<file path="src/sv/omo_pkg.sv">
// shared types, constants and tables of the omni odometry block
`default_nettype none
package omo_pkg;

  localparam int CORDIC_STEPS = 16;
  localparam int QDEPTH = 2;

  localparam logic [31:0] ONE_Q24 = 32'h0100_0000;
  localparam logic signed [33:0] KINV_Q30 = 34'sd652032874;
  // inverse of 45 modulo 2^32, for exact division by 45
  localparam logic [31:0] INV45 = 32'hA4FA_4FA5;
  // ceil(2^18 / 45)
  localparam logic [12:0] RECIP45 = 13'd5826;

  localparam logic [1:0] REG_X_COEF = 2'd0;
  localparam logic [1:0] REG_Y_COEF = 2'd1;
  localparam logic [1:0] REG_HEAD_COEF = 2'd2;

  typedef struct packed {
    logic signed [31:0] count_a;
    logic signed [31:0] count_b;
    logic signed [31:0] count_c;
  } omo_in_t;

  typedef struct packed {
    logic signed [47:0] pos_x;
    logic signed [47:0] pos_y;
    logic signed [31:0] heading;
  } omo_out_t;

  typedef struct packed {
    logic signed [31:0] comb_x;
    logic signed [31:0] comb_y;
    logic signed [33:0] sum;
  } omo_job_t;

  typedef struct packed {
    logic signed [31:0] x_coef;
    logic signed [31:0] y_coef;
    logic signed [31:0] heading_coef;
  } omo_cfg_t;

  typedef enum logic [4:0] {
    ST_IDLE, ST_MX, ST_MY, ST_H0, ST_H1, ST_H2, ST_MOD, ST_MODR, ST_HD,
    ST_DF, ST_DR, ST_DM, ST_FOLD, ST_CORD, ST_R0, ST_R1, ST_R2, ST_R3, ST_ACC
  } omo_state_t;

  function automatic logic signed [33:0] atan_q(input logic [4:0] i);
    logic signed [33:0] v;
    case (i)
      5'd0: v = 34'sd536870912;
      5'd1: v = 34'sd316933406;
      5'd2: v = 34'sd167458907;
      5'd3: v = 34'sd85004756;
      5'd4: v = 34'sd42667332;
      5'd5: v = 34'sd21354465;
      5'd6: v = 34'sd10679838;
      5'd7: v = 34'sd5340245;
      5'd8: v = 34'sd2670163;
      5'd9: v = 34'sd1335087;
      5'd10: v = 34'sd667544;
      5'd11: v = 34'sd333772;
      5'd12: v = 34'sd166886;
      5'd13: v = 34'sd83443;
      5'd14: v = 34'sd41722;
      5'd15: v = 34'sd20861;
      5'd16: v = 34'sd10431;
      5'd17: v = 34'sd5215;
      5'd18: v = 34'sd2608;
      5'd19: v = 34'sd1304;
      5'd20: v = 34'sd652;
      5'd21: v = 34'sd326;
      5'd22: v = 34'sd163;
      5'd23: v = 34'sd81;
      5'd24: v = 34'sd41;
      5'd25: v = 34'sd20;
      5'd26: v = 34'sd10;
      5'd27: v = 34'sd5;
      5'd28: v = 34'sd3;
      5'd29: v = 34'sd1;
      5'd30: v = 34'sd1;
      default: v = 34'sd0;
    endcase
    return v;
  endfunction

  function automatic logic signed [31:0] sat32(input logic signed [71:0] v);
    logic signed [31:0] r;
    if (v > 72'sh7FFF_FFFF) begin
      r = 32'sh7FFF_FFFF;
    end else if (v < -72'sh8000_0000) begin
      r = 32'sh8000_0000;
    end else begin
      r = v[31:0];
    end
    return r;
  endfunction

  // 2^12 is 1 mod 45, so 12-bit chunks add up to the same residue
  function automatic logic [11:0] fold45(input logic [47:0] v);
    logic [13:0] s1;
    logic [12:0] s2;
    logic [11:0] s3;
    s1 = 14'(v[11:0]) + 14'(v[23:12]) + 14'(v[35:24]) + 14'(v[47:36]);
    s2 = 13'(s1[11:0]) + 13'(s1[13:12]);
    s3 = s2[11:0] + 12'(s2[12]);
    return s3;
  endfunction

  function automatic logic [5:0] mod45(input logic [11:0] v);
    logic [24:0] p;
    logic [6:0] q;
    logic [11:0] r;
    p = 25'(v) * 25'(RECIP45);
    q = p[24:18];
    r = v - 12'(12'(q) * 12'd45);
    return r[5:0];
  endfunction

endpackage
`default_nettype wire

</file>
<file path="src/sv/omo_fifo.sv">
// short queue of prepared items between front and back
`default_nettype none
module omo_fifo import omo_pkg::*; (
  input  wire logic     clk,
  input  wire logic     rst_n,
  input  wire logic     wr,
  input  wire omo_job_t wr_data,
  output logic          full,
  input  wire logic     rd,
  output logic          valid,
  output omo_job_t      rd_data
);

  localparam int AW = $clog2(QDEPTH);

  omo_job_t mem_r [QDEPTH];
  logic [AW-1:0] wp_r, rp_r;
  logic [AW:0] cnt_r;
  logic do_wr, do_rd;

  assign full = (cnt_r == (AW+1)'(QDEPTH));
  assign valid = (cnt_r != '0);
  assign do_wr = wr && !full;
  assign do_rd = rd && valid;
  assign rd_data = mem_r[rp_r];

  always_ff @(posedge clk) begin
    if (do_wr) begin
      mem_r[wp_r] <= wr_data;
    end
  end

  always_ff @(posedge clk) begin
    if (!rst_n) begin
      wp_r <= '0;
      rp_r <= '0;
      cnt_r <= '0;
    end else begin
      if (do_wr) begin
        wp_r <= (wp_r == AW'(QDEPTH-1)) ? '0 : wp_r + 1'b1;
      end
      if (do_rd) begin
        rp_r <= (rp_r == AW'(QDEPTH-1)) ? '0 : rp_r + 1'b1;
      end
      cnt_r <= cnt_r + (AW+1)'(do_wr) - (AW+1)'(do_rd);
    end
  end

endmodule
`default_nettype wire

</file>
<file path="config.mk">
export PLATFORM = sky130hd
export DESIGN_NAME = omo_fifo
export DESIGN_NICKNAME = d
export VERILOG_FILES = /design/src/sv/omo_pkg.sv /design/src/sv/omo_fifo.sv
export SDC_FILE = /design/constraint.sdc
export NUM_CORES = 1
export LEC_CHECK = 0
export ABC_AREA = 1
export BUFFER_PORTS_ARGS = -buffer_cell sky130_fd_sc_hd__clkbuf_2
export CORE_ASPECT_RATIO = 0.8
export CORE_MARGIN = 4
export CORE_UTILIZATION = 44
export CTS_CLUSTER_SIZE = 12
export DETAILED_ROUTE_END_ITERATION = 7
export PLACE_DENSITY = 0.68
export SYNTH_ARGS = -nofsm -noshare
export SYNTH_HDL_FRONTEND = slang
export SYNTH_SLANG_ARGS = --single-unit
</file>
<file path="constraint.sdc">
create_clock -name clk -period 11.5 [get_ports clk]
set_input_delay 2.3 -clock clk [delete_from_list [all_inputs] [get_ports clk]]
set_output_delay 2.3 -clock clk [all_outputs]
set_load 0.01 [all_outputs]
</file>
=== Yosys cells after proc, flatten, opt, wreduce, memory -nomap -nowiden ===
Memory sizes are Yosys's and may differ from the RTL's. A register that Yosys moved wholly into a read port is not among the register bits.
Cells that the tools add are included.
W data, S select, Z words.

* Register bits: 4
* Word-level logic and storage cells: 19
* Output and inout port bits: 100
* Bits in writable memories: 196
* Memories: 1

{| class="wikitable"
|+ Memories
! name !! words !! bits a word !! rd ports !! clocked after Yosys merged registers in !! wr ports !! line !! text
|-
| mem_r || 2 || 98 || 1 || 1 || 1 || omo_fifo.sv:16 || <nowiki>omo_job_t mem_r [QDEPTH];</nowiki>
|}

* Add/sub/neg operators: 4
* Equality and inequality tests: 1
* Mux-type cells: 6
* Reduce and logical (&&, ||, !) cells: 4

{| class="wikitable"
|+ Operator list
! cell !! number
|-
| $mux W1 || 6
|-
| $add A1 B1 Y1 const B || 2
|-
| $add A2 B1 Y2 || 1
|-
| $eq A2 B2 Y1 const B || 1
|-
| $logic_and A1 B1 Y1 || 2
|-
| $reduce_bool A2 Y1 || 1
|-
| $sub A2 B1 Y2 || 1
|-
| $logic_not A1 Y1 || 1
|}

=== Longest topological paths before layout ===
* Depth after elaboration: 5
* Gate-level depth with buffers: 11
* Mapped depth without buffers: 11

=== Worst setup path before layout ===
No wires, ideal clock.

* Path type: input to register
* From: input port wr
* To: memory mem_r[0][0] in the netlist's numbering, enable pin
* Cell stages on the path: 2
* Arrival time: 6,448 ps
* Required time: 10,945 ps
* Slack: 4,496 ps
* Library setup time: 555 ps
* Buffers on the path: 0
* Cell sequence: nand2_1 -> nor2_1

* Word-level cells in the longest chain between the ends: 3

{| class="wikitable"
|+ RTL lines
! item !! line !! text
|-
| start, declared || omo_fifo.sv:6 || <nowiki>input wire logic wr,</nowiki>
|-
| $logic_and A1 B1 Y1 || omo_fifo.sv:23 || <nowiki>assign do_wr = wr && !full;</nowiki>
|-
| $mux W1 || omo_fifo.sv:28 || <nowiki>if (do_wr) begin</nowiki>
|-
| $mux W1 (implied by the code) || omo_fifo.sv:29 || <nowiki>mem_r[wp_r] <= wr_data;</nowiki>
|-
| end, declared || omo_fifo.sv:16 ||
|}

Every way passes these cells.

==> flow_summary.yaml <==
clock_network:
  path_clk_slew_ns: 0.06
  ctsResizeCount: 0
  cts_buffer_depth: 3
  cts_sinks: 201
  clockRootBuffer: "clkbuf_16"
  cts_setup_buffers: 0
  cts_tree: "built"
  cts_hold_buf: 0
  cts_buffers: 20
  clock_latency_ns: 0.47
  htree_levels: 1
sta:
  slew_viol_final: 0
  tightest_slew_ns: 0.838
  setup_viol: 0
  finalCritPeriodShare_pct: 42.9
  slew_headroom_pct: 44.1
  setup_ws_ns: 6.57
  rsz0062_at_grt: "no"
  tns_ns: 0
  max_freq_ghz: 0.203
  final-hold-violation-count: 0
  min_period_ns: 4.93
  worst_clock_skew_ns: 0.00422
final_layout:
  antenna_cells: 0
  final_nets: 663
  layout-drive-gt1-share_pct: 57.9
  fin_area_sq_um: 9190
  syn_to_final_growth_pct: 24.3
  fillerInstances: 1354
grt:
  grt_max_degree: 59
  antenna_found_initial: 0
  grt_pass1_wl_microns: 21500
  grt_usage_pct: 14.4
  overflow: 0
  first_global_vias: 4098
synth:
  syn-num-nets: 447
  synth_area_leaders: "edfxtp_1 80%, mux2_2 12%, mux2_4 4.1%"
  synth_cell_type_count: 12
  netlist_instances: 343
  yosysTopAreaCellShare_pct: 79.6
  ys_seq_area_share_pct: 81.0
  yosysWarnings: 0
  syn_area_sq_um: 7390
  synth_area_per_cell_sq_um: 21.6
  yosys.area.top_type: "edfxtp_1"
  ys_ff_latch: 201
drt:
  drtIter0Drc: 191
  dr_total_vias: 3842
  first_pass_iters: 4
  ant_nets: 0
  drc: 0
  vias_per_cell: 4.89
  routed_wl_microns: 14100
  avgRoutedWirePerCell_microns: 18.0
flow_run:
  cap_violations: 0
setup_path:
  crit_buf_inv: 2
  crit_path_max_fanout: 58
  startpoint_type: "flip-flop"
  cp_slowest_cell: "dfxtp_4"
  crit_type: "flip-flop to output pin"
  cp_slowest_stage_delay_ns: 0.73
  reg2reg_slack_ns: 9.19
  crit_arrival_ns: 2.63
  crit_family: "buffers and inverters"
  cp_data_required_time_ns: 9.20
  end_kind: "output pin"
  crit_chain: "buf_4, mux2_2, clkbuf_2"
placed_design:
  dp_hpwl_microns: 9490
  pre_cts_ws_ns: 7.04
  gp_congestion: 0.723
  io_buffer_count: 201
  place_area_sq_um: 8640
floorplan:
  core_area_sq_um: 16500
  core.rowCount: 42
  dieArea_sq_um: 19000
  chipHeight_microns: 124
  io_pins: 202
  die_w_microns: 153
  initial_core_util_pct: 44.8
power:
  power.density_nw_per_um2: 218
  cellLeakagePower_uw: 0.00353
  ir_worst_vdd_v: 0.000139
hold_path:
  min-delay-path-class: "flip-flop to flip-flop"
run_status:
  status: "finished clean"
==> synthesized netlist by cell type <==
library cell,count
nand2_1,9
mux2_4,20
nand3_1,3
ha_1,2
buf_6,4
dfxtp_1,5
a21oi_1,2
inv_1,9
edfxtp_1,196
mux2_2,78
buf_2,7
nor2_1,8
==> through the flow <==
step                utilization, %  cells  power, uW  hold slack [ns]
finish                        55.7    785       2000            0.517
CTS                           55.7    785       2030            0.520
detailed placement            52.3    757       1460            0.503
global placement              52.3    757       1440            0.493
floorplan                        -    343       1280            0.467
global route                  55.7    785       2100            0.596
==> metal layers <==
metal	up-vias	part of all wire, %	routed length [microns]	global-route usage [%]
met2	166	48	6710	23.2
met4	0	2.0	283	3.84
met1	1891	41	5840	18.8
li1	1761	-	-	-
met5	-	0	0	0
met3	24	9.2	1290	5.18
==> worst paths after layout <==
| kind | startpoint | to | cells after the start |
|---|---|---|---|
| max | flip-flop | rd_data[28] | 3 |
| min | rp_r | rp_r | 2 |
| max reg2reg | cnt_r[0] | mem_r[1][5] | 5 |
| min reg2reg | rp_r | rp_r | 2 |
==> where the power goes <==
group          internal (uW)  leakage [uW]  total [uW]  switching, uW
clock network            329      0.000267         568            239
logic                    213       0.00139         458            244
registers                931       0.00187         973           42.4
==> state kept, by name, indices dropped and copies added (netlist names), named ones only <==
signal	count
rp_r	1
wp_r	1
cnt_r	2
mem_r	196
==> tightest hold or removal path, stage by stage (launching register included) <==
cell and delay (ns):
dfxtp_1 0.34, nor2_1 0.06, nor2_1 0.09
==> final cells by class <==
type / instances / area [sq um] / share of cell area [%]
flip-flops and latches: 201 / 5990 / 65.2
multi-input cells: 122 / 1300 / 14.1
clock buffers: 28 / 552 / 6.00
repair buffers: 205 / 1040 / 11.3
well taps: 220 / 275 / 3.00
inverters: 9 / 36.3 / 0.395
==> cells in the final DEF (no fill, tap or decap), types with 2 or more instances in the layout <==
master       n
a21oi_1      2
buf_4        4
clkbuf_1     7
clkbuf_16   21
clkbuf_2   201
dfxtp_1      4
edfxtp_1   196
ha_1         2
inv_1        8
mux2_2      78
mux2_4      20
nand2_1      9
nand3_1      3
nor2_1       7
==> cells by family (layout without fill, tap and decap cells) <==
kind of cell    count (synthesis)  in the layout  share of synthesized area, %
fa+ha+maj                       2              2                         0.338
buf+inv                        20            242                          1.54
mux                            98             98                          15.9
flops                         201            201                          81.0
compound gates                  2              2                         0.135
simple gates                   20             20                          1.07
No activity file was read; power rests on OpenSTA's default activity.
