[config.mk]
export PLATFORM = sky130hd
export DESIGN_NAME = omo_front
export DESIGN_NICKNAME = d
export VERILOG_FILES = /design/src/sv/omo_pkg.sv /design/src/sv/omo_front.sv
export SDC_FILE = /design/constraint.sdc
export NUM_CORES = 1
export LEC_CHECK = 0
export BUFFER_PORTS_ARGS = -buffer_cell sky130_fd_sc_hd__buf_2
export CAP_MARGIN = 40
export CORE_AREA = 5 5 212 214
export CTS_BUF_LIST = sky130_fd_sc_hd__clkbuf_8
export CTS_CLUSTER_SIZE = 10
export DETAILED_ROUTE_END_ITERATION = 7
export DIE_AREA = 0 0 217 219
export MAX_ROUTING_LAYER = met4
export SLEW_MARGIN = 0
export SYNTH_ARGS = -nofsm -noshare
export SYNTH_HDL_FRONTEND = slang
export SYNTH_SLANG_ARGS = --single-unit
[constraint.sdc]
create_clock -name clk -period 10 [get_ports clk]
set_input_delay 2 -clock clk [delete_from_list [all_inputs] [get_ports clk]]
set_output_delay 2 -clock clk [all_outputs]
set_load 0.1 [all_outputs]
[src/sv/omo_pkg.sv]
// shared types, constants and tables of the omni odometry block
`default_nettype none
package omo_pkg;

  localparam int CORDIC_STEPS = 16;
  localparam int QDEPTH = 2;

  localparam logic [31:0] ONE_Q24 = 32'h0100_0000;
  localparam logic signed [33:0] KINV_Q30 = 34'sd652032874;
  // inverse of 45 modulo 2^32, for exact division by 45
  localparam logic [31:0] INV45 = 32'hA4FA_4FA5;
  // ceil(2^18 / 45)
  localparam logic [12:0] RECIP45 = 13'd5826;

  localparam logic [1:0] REG_X_COEF = 2'd0;
  localparam logic [1:0] REG_Y_COEF = 2'd1;
  localparam logic [1:0] REG_HEAD_COEF = 2'd2;

  typedef struct packed {
    logic signed [31:0] count_a;
    logic signed [31:0] count_b;
    logic signed [31:0] count_c;
  } omo_in_t;

  typedef struct packed {
    logic signed [47:0] pos_x;
    logic signed [47:0] pos_y;
    logic signed [31:0] heading;
  } omo_out_t;

  typedef struct packed {
    logic signed [31:0] comb_x;
    logic signed [31:0] comb_y;
    logic signed [33:0] sum;
  } omo_job_t;

  typedef struct packed {
    logic signed [31:0] x_coef;
    logic signed [31:0] y_coef;
    logic signed [31:0] heading_coef;
  } omo_cfg_t;

  typedef enum logic [4:0] {
    ST_IDLE, ST_MX, ST_MY, ST_H0, ST_H1, ST_H2, ST_MOD, ST_MODR, ST_HD,
    ST_DF, ST_DR, ST_DM, ST_FOLD, ST_CORD, ST_R0, ST_R1, ST_R2, ST_R3, ST_ACC
  } omo_state_t;

  function automatic logic signed [33:0] atan_q(input logic [4:0] i);
    logic signed [33:0] v;
    case (i)
      5'd0: v = 34'sd536870912;
      5'd1: v = 34'sd316933406;
      5'd2: v = 34'sd167458907;
      5'd3: v = 34'sd85004756;
      5'd4: v = 34'sd42667332;
      5'd5: v = 34'sd21354465;
      5'd6: v = 34'sd10679838;
      5'd7: v = 34'sd5340245;
      5'd8: v = 34'sd2670163;
      5'd9: v = 34'sd1335087;
      5'd10: v = 34'sd667544;
      5'd11: v = 34'sd333772;
      5'd12: v = 34'sd166886;
      5'd13: v = 34'sd83443;
      5'd14: v = 34'sd41722;
      5'd15: v = 34'sd20861;
      5'd16: v = 34'sd10431;
      5'd17: v = 34'sd5215;
      5'd18: v = 34'sd2608;
      5'd19: v = 34'sd1304;
      5'd20: v = 34'sd652;
      5'd21: v = 34'sd326;
      5'd22: v = 34'sd163;
      5'd23: v = 34'sd81;
      5'd24: v = 34'sd41;
      5'd25: v = 34'sd20;
      5'd26: v = 34'sd10;
      5'd27: v = 34'sd5;
      5'd28: v = 34'sd3;
      5'd29: v = 34'sd1;
      5'd30: v = 34'sd1;
      default: v = 34'sd0;
    endcase
    return v;
  endfunction

  function automatic logic signed [31:0] sat32(input logic signed [71:0] v);
    logic signed [31:0] r;
    if (v > 72'sh7FFF_FFFF) begin
      r = 32'sh7FFF_FFFF;
    end else if (v < -72'sh8000_0000) begin
      r = 32'sh8000_0000;
    end else begin
      r = v[31:0];
    end
    return r;
  endfunction

  // 2^12 is 1 mod 45, so 12-bit chunks add up to the same residue
  function automatic logic [11:0] fold45(input logic [47:0] v);
    logic [13:0] s1;
    logic [12:0] s2;
    logic [11:0] s3;
    s1 = 14'(v[11:0]) + 14'(v[23:12]) + 14'(v[35:24]) + 14'(v[47:36]);
    s2 = 13'(s1[11:0]) + 13'(s1[13:12]);
    s3 = s2[11:0] + 12'(s2[12]);
    return s3;
  endfunction

  function automatic logic [5:0] mod45(input logic [11:0] v);
    logic [24:0] p;
    logic [6:0] q;
    logic [11:0] r;
    p = 25'(v) * 25'(RECIP45);
    q = p[24:18];
    r = v - 12'(12'(q) * 12'd45);
    return r[5:0];
  endfunction

endpackage
`default_nettype wire

[src/sv/omo_front.sv]
// front end: keeps previous counts and forms motion combinations and count sum
`default_nettype none
module omo_front import omo_pkg::*; (
  input  wire logic     clk,
  input  wire logic     rst_n,
  input  wire logic     accept,
  input  wire omo_in_t  in_data,
  output omo_job_t      job
);

  logic [31:0] prev_a_r, prev_b_r, prev_c_r;
  logic signed [31:0] da, db, dc;
  logic signed [71:0] cx_w, cy_w;

  always_ff @(posedge clk) begin
    if (!rst_n) begin
      prev_a_r <= '0;
      prev_b_r <= '0;
      prev_c_r <= '0;
    end else if (accept) begin
      prev_a_r <= in_data.count_a;
      prev_b_r <= in_data.count_b;
      prev_c_r <= in_data.count_c;
    end
  end

  always_comb begin
    da = in_data.count_a - prev_a_r;
    db = in_data.count_b - prev_b_r;
    dc = in_data.count_c - prev_c_r;
    cx_w = 72'(da) + 72'(db) - (72'(dc) <<< 1);
    cy_w = 72'(db) - 72'(da);
    job.comb_x = sat32(cx_w);
    job.comb_y = sat32(cy_w);
    job.sum = 34'(in_data.count_a) + 34'(in_data.count_b) + 34'(in_data.count_c);
  end

endmodule
`default_nettype wire

Word-level counts from Yosys, hierarchy flattened --
Index checks and enable logic that the tools add are counted.
Operators by class: add/subtract/negate cells 8, $lt $le $gt $ge 4, multiplexer cells 4
Operators with widths (number):
- 32-bit 2-to-1 mux | 4
- 32-bit subtractor | 3
- 32-bit by 32-bit adder with 33-bit output | 2
- 33-bit by 32-bit adder with 34-bit output | 1
- 34-bit by 32-bit greater-than comparator with 1-bit output (second input constant) | 1
- 34-bit by 32-bit < comparator with 1-bit output (second input constant) | 1
- 33-bit by 33-bit subtractor with 34-bit output | 1
- 33-bit by 32-bit greater-than comparator with 1-bit output (second input constant) | 1
- 33-bit by 32-bit < comparator with 1-bit output (second input constant) | 1
- 32-bit by 32-bit subtractor with 33-bit output | 1
Word-level totals: bits in registers 96, input port bits 99, word-level logic and storage cells 19

Logic depth before layout (Yosys ltp) --
Gate-level depths: netlist (run 1).
depth in word-level cells 6, gate-level depth with buffers 32, gate-level depth less buffers 31

Worst setup path after synthesis (run 1) --
Ideal clock, no wire load.
kind in2out, start input port in_data[32] (netlist name), end output port job[66] (netlist name), data arrival time 9.359 ns, path slack -1.359 ns, cell stages on the path 29, path buffers 1, path through inv_1 -> ha_1 -> fa_1 -> nor2b_1 -> o21ai_0 -> a21boi_0 -> o21ai_0 -> a22oi_1 -> a221oi_1 -> o21bai_1 -> a21oi_1 -> nor3b_1 -> a31oi_1 -> o21ai_0 -> xnor2_1 -> fa_1 -> inv_1 -> ha_1 -> a21o_1 -> a31oi_1 -> nand3_1 -> a311oi_1 -> o21bai_1 -> a21o_1 -> xnor2_1 -> inv_1 -> o221a_2 -> buf_2 -> a21oi_1
RTL lines:
- start, declared | line omo_front.sv:7 | input wire omo_in_t in_data,
- end, declared | line omo_front.sv:8 | output omo_job_t job

==> results.ini, run 1 <==
[outcome]
status=finished, final reports clean

[clock_network]
cts_tree=built
clk_path_buf_depth=2
postCtsHoldBufs=0
cts-buffers-inserted=9
root_buffer=clkbuf_8
insertion_delay_ns=0.44
cts.sinks=96
clk_pin_slew_ns=0.10
cts.htree.levels=3

[sta]
fmax_mhz=100.6
drv_slew=0
final-hold-violation-count=0
setup_violations=0
fin_crit_ns=9.940
setup-tns-final_ns=0
rsz0062_at_grt=yes
period_share_pct=99.40
tightest_slew_ns=0.8584
finClkSkew_ns=0
worst_slack_ns=0.05957
relSlewSlack_pct=42.77

[critical_path]
required_ns=8.00
cp_max_fo=4
critical_path.max_stage_delay_ns=0.52
cp-end-kind=primary output
worstSetupPathType=in -> out
cp.arrival_ns=7.94
critPathLaunchType=primary input
crit_path_frequent_cell=a21o_1
cpLargestDelayFamily=compound AO/OA/AOI/OAI gates
r2r_cells=2
reg2reg_slack_ns=9.34
crit_cells=34
path_buf_inv=10
crit_slowest_cell=fa_1

[yosys]
synth.area.mux_share_pct=6.628
ys_seq_area_share_pct=12.99
synth_compound_area_share_pct=22.83
yosys_warnings=0
synth_top_area_share_pct=16.06
yosys.area_share.adder_pct=25.75
syn_nets=2179
synth_top_area_cell=ha_1
syn_inst=1822
synth-seq-cells=96
synth-edff-count=0
syn-mean-instance-area_um2=8.123
synthSimpleGateAreaFrac_pct=14.34
netlist_area_um2=14800
synth_top_family_by_area=adder cells
synthDistinctLibCells=89
synthXorXnorAreaFrac_pct=10.34
ys.flop_type=dfxtp_1
synth_area_leaders=ha_1 16%, dfxtp_1 13%, fa_1 9.2%, mux2i_1 6.6%, xnor2_1 6.2%
postSynth.asyncResetShare_pct=0

[hold_path]
holdPathStages=2
min_path_type=reg -> reg

[global_route]
grt_pass1_wl_mm=74.35
grt_usage_pct=20.07
grt_max_degree=95
first_global_vias=13970
antenna_found_initial=4
overflow=0

[route]
drc_errors=0
vias=13790
vias_per_cell=5.077
drt_iter0_drc=584
wl_per_cell_um=17.26
drt.antenna.violating_nets=0
drt-total-wl_mm=46.86
dr.pass1.iters=5

[floorplanning]
core-area_um2=42700
dieArea_um2=47520
initial_utilization_pct=34.66
die_height_um=219
num_rows=76
die_w_um=217
io_pins=197

[placement]
gp_congestion=0.9136
port_buffers=196
dp_worst_setup_slack_ns=-0.2624
dp_hpwl_mm=39.95

[flow_run]
max_cap_viol_count=0

[finish]
drive_gt1_share_pct=24.80
most-common-layout-cells=226 x inv_1, 180 x ha_1, 155 x buf_4
fillCellCount=4173
mostFrequentLayoutCell=inv_1
post-route-util_pct=46.19
nets=2518
area_delta_synth_final_pct=33.26

[flip-flops by register name (all words and copies together) (netlist names)]
name and count:
prev_b_r 32, prev_c_r 32, prev_a_r 32
[layer usage]
layer,global-route usage (%),routed length [um],vias to the layer above
li1,-,-,6982
met1,25.92,22060,6538
met2,33.76,22490,232
met3,2.787,1661,33
met4,4.361,659,0
met5,-,0,-
[cell type report]
cell class | count | area, um^2 | area share [%]
antenna | 4 | 10.01 | 0.05075
clock buffer | 9 | 123.9 | 0.6281
clock inverter | 6 | 85.08 | 0.4314
inverter | 231 | 873.3 | 4.428
multi-input combinational | 1457 | 12710 | 64.42
sequential | 96 | 1922 | 9.744
tap | 546 | 683.2 | 3.464
timing repair buffer | 366 | 3319 | 16.83
[final timing paths]
check | start | endpoint
setup / recovery | in_data[32] | job[86]
hold / removal | prev_b_r[28]$_SDFFE_PN0P_ | prev_b_r[28]$_SDFFE_PN0P_
hold reg to reg | prev_b_r[28]$_SDFFE_PN0P_ | prev_b_r[28]$_SDFFE_PN0P_
setup reg to reg | prev_b_r[1]$_SDFFE_PN0P_ | prev_b_r[1]$_SDFFE_PN0P_
[tightest hold or removal path, delay by kind of cell, from the launching register on]
family / cells / cell delay [ns]
mux: 1 / 0.12
simple gates: 1 / 0.05
flops: 1 / 0.32
[cells in the mapped netlist (24+ instances only)]
cell type / number
inv_1: 231
ha_1: 190
a21oi_1: 169
nor2b_1: 127
xnor2_1: 105
mux2i_1: 98
dfxtp_1: 96
a21o_1: 95
nor2_1: 86
o21ai_0: 86
nand2_1: 74
fa_1: 68
xor2_1: 66
nand2b_1: 24
[kinds of logic after synthesis]
kind of cell | Yosys count
xor gates and xnor gates | 173
DFF | 96
muxes | 98
and+or+nand+nor | 403
adders and majority gates | 265
AOI/OAI and AO/OA | 518
buffers and inverters | 269
[metrics by stage]
stage | std cells | hold slack, ns | cell area [um^2]
floorplan | 1822 | 0.4826 | 15390
global placement | 2679 | 0.4953 | 18970
detailed placement | 2682 | 0.5012 | 19020
CTS | 2700 | 0.5283 | 19370
global route | 2715 | 0.5470 | 19720
finish | 2715 | 0.5267 | 19720
[what timing repair did]
action / in CTS / in global routing
pin swaps: 15 / 48
cloned: 0 / 0
hold endpoints to repair: 0 / 0
endpoints found under the setup margin: 32 / 63
resized for setup: 24 / 59
setup buffers: 4 / 12
Power of run 1 is left out: the tool's default activity adds up to more than one toggle a clock period on the data nets, which glitch-free logic cannot reach.
==> run 2, diff against run 1 <==
- RECOVER_POWER: unset -> 100
==> run 2 against run 1 <==
Compared with the run above:
- sequential share of layout area rose by 0.067 points
- via count did not move
- the flow now finishes with violations (max-capacitance violations, max-slew violations)
- count of clock-buffer cells in the layout did not move
- worst hold slack barely moved
- non-clock buffer count did not move
- critical path depth did not move
- fmax barely moved
- cell count did not move
- flip-flop and latch count did not move
- die area did not move
==> results.ini, run 2 (same netlist as run 1, synthesis figures left out) <==
[floorplanning]
die_height_um=219  ; unchanged
core-area_um2=42700  ; unchanged
dieArea_um2=47520  ; unchanged
io_pins=197  ; unchanged
initial_utilization_pct=34.66  ; unchanged
num_rows=76  ; unchanged
die_w_um=217  ; unchanged

[finish]
regArea_um2=1922  ; unchanged
nets=2518  ; unchanged
fillCellCount=4210  ; +0.89%
most-common-layout-cells=226 x inv_1, 180 x ha_1, 154 x buf_4
fin_cells=2715  ; unchanged
stdcell_area_um2=19590  ; -0.69%
post-route-util_pct=45.88  ; -0.32 points
area_delta_synth_final_pct=32.34
multi_input_area_um2=12690  ; -0.13%
mostFrequentLayoutCell=inv_1
reg_top3=prev_a_r: 32 flops, prev_b_r: 32 flops, prev_c_r: 32 flops
drive_gt1_share_pct=23.05  ; -1.8 points

[critical_path]
cp-end-kind=primary output
r2r-end=prev_b_r[1]$_SDFFE_PN0P_
reg2reg_slack_ns=9.29  ; -0.05 ns
critPathLaunchType=primary input
worstSetupPathType=in -> out
reg2reg_from=prev_b_r[1]$_SDFFE_PN0P_
cp-startpoint=in_data[32]
crit_path_frequent_cell=a21o_1
required_ns=8.00  ; about the same
cp_max_fo=4  ; unchanged
endpoint=job[86]
crit_slowest_cell=fa_1
critical_path.max_stage_delay_ns=0.52  ; about the same
r2r_cells=2  ; unchanged
cp.arrival_ns=7.94  ; about the same

[sta]
relSlewSlack_pct=-137.8  ; -180 points
finClkSkew_ns=0  ; unchanged
drv_slew=101  ; +101
setup_violations=0  ; unchanged
fin_crit_ns=9.944  ; +0.003072 ns
fmax_mhz=100.6  ; about the same
rsz0062_at_grt=yes
tightest_slew_ns=3.566  ; +2.708 ns
final-hold-violation-count=0  ; unchanged
period_share_pct=99.44  ; about the same

[clock_network]
clk_pin_slew_ns=0.10  ; about the same
root_buffer=clkbuf_8
cts_tree=built
cts.htree.levels=3  ; unchanged
cts.sinks=96  ; unchanged
insertion_delay_ns=0.44  ; about the same
cts-buffers-inserted=9  ; unchanged
clk_path_buf_depth=2  ; unchanged

[outcome]
status=finished, violations left
failed_checks=max-capacitance violations, max-slew violations

[route]
wl_per_cell_um=17.28  ; +0.13%
drt.antenna.violating_nets=0  ; unchanged
drt-total-wl_mm=46.93  ; +0.13%
vias=13790  ; unchanged
drc_errors=0  ; unchanged
dr.pass1.iters=5  ; unchanged
drt_iter0_drc=630  ; +7.9%
vias_per_cell=5.077  ; unchanged

[placement]
dp_cells=2682  ; unchanged
placed_area_um2=19020  ; unchanged
port_buffers=196  ; unchanged
gp_congestion=0.9136  ; unchanged
dp_hpwl_mm=39.95  ; unchanged

[global_route]
grt_usage_pct=20.07  ; unchanged
grt_pass1_wl_mm=74.35  ; unchanged
grt.met2_usage_pct=33.76  ; unchanged
first_global_vias=13970  ; unchanged
grt_max_degree=95  ; unchanged
antenna_found_initial=4  ; unchanged
overflow=0  ; unchanged
use_met3_pct=2.787  ; unchanged
use_met1_pct=25.92  ; unchanged
busiest_layer=met2

[hold_path]
min_path_type=reg -> reg

[flow_run]
max_cap_viol_count=3  ; +3

## run 2: cell types whose count changed in the layout (fill, tap and decap cells not counted)
cell / previous run / this run
clkbuf_4: 2 / 4
xor2_2: 6 / 5
buf_2: 132 / 97
buf_4: 155 / 154
clkbuf_8: 9 / 10
clkbuf_1: 0 / 37
clkbuf_2: 0 / 1
xor2_1: 60 / 61
buf_6: 6 / 7
a31oi_4: 2 / 1
a31oi_2: 2 / 3
buf_12: 69 / 63
## run 2: what timing repair did
action                                  in CTS  in global routing
hold buffers                                 0                  0
endpoints found under the setup margin      32                 63
pin swaps                                   15                 48
resized for setup                           24                 59
setup buffers                                4                 12
## run 2: area by class of cell
cell class                      instances  area share [%]
Clock inverter                          6          0.4344
Tap cell                              546           3.488
Antenna cell                            4         0.05110
Timing Repair Buffer                  366           16.34
Sequential cell                        96           9.812
Inverter                              231           4.459
Clock buffer                            9          0.6324
Multi-Input combinational cell       1457           64.78
## run 2: how the worst min path moves through the flow
stage / startpoint / cells after the start / slack (ns) / endpoint
global placement: prev_c_r[25]$_SDFFE_PN0P_ / 2 / 0.50 / prev_c_r[25]$_SDFFE_PN0P_
detailed placement: prev_a_r[20]$_SDFFE_PN0P_ / 2 / 0.50 / prev_a_r[20]$_SDFFE_PN0P_
global route: prev_a_r[28]$_SDFFE_PN0P_ / 2 / 0.55 / prev_a_r[28]$_SDFFE_PN0P_
CTS: prev_b_r[19]$_SDFFE_PN0P_ / 2 / 0.53 / prev_b_r[19]$_SDFFE_PN0P_
floorplan: prev_a_r[10]$_SDFFE_PN0P_ / 2 / 0.48 / prev_a_r[10]$_SDFFE_PN0P_
finish: prev_a_r[13]$_SDFFE_PN0P_ / 2 / 0.53 / prev_a_r[13]$_SDFFE_PN0P_
## run 2: critical path, delay by kind of cell
kind | cells | cell delay [ns]
compound gates | 17 | 3.20
buf+inv | 10 | 1.27
fa+ha+maj | 4 | 1.21
simple gates | 2 | 0.13
xor+xnor | 1 | 0.12
## run 2: per-stage QoR
| stage | hold WS [ns] | setup slack, ns | TNS (ns) |
|---|---|---|---|
| floorplan | 0.4826 | -0.2268 | -1.601 |
| global placement | 0.4953 | -0.2093 | -4.440 |
| detailed placement | 0.5012 | -0.2624 | -6.325 |
| CTS | 0.5283 | 0.002953 | 0 |
| global route | 0.5470 | -0.1966 | -5.676 |
| finish | 0.5269 | 0.05649 | 0 |
## run 2: metal layers
metal | vias to the layer above | wire length (um)
li1 | 6981 | -
met1 | 6530 | 22130
met2 | 241 | 22510
met3 | 33 | 1627
met4 | 0 | 653
met5 | - | 0
Power of run 2 is left out for the same reason.
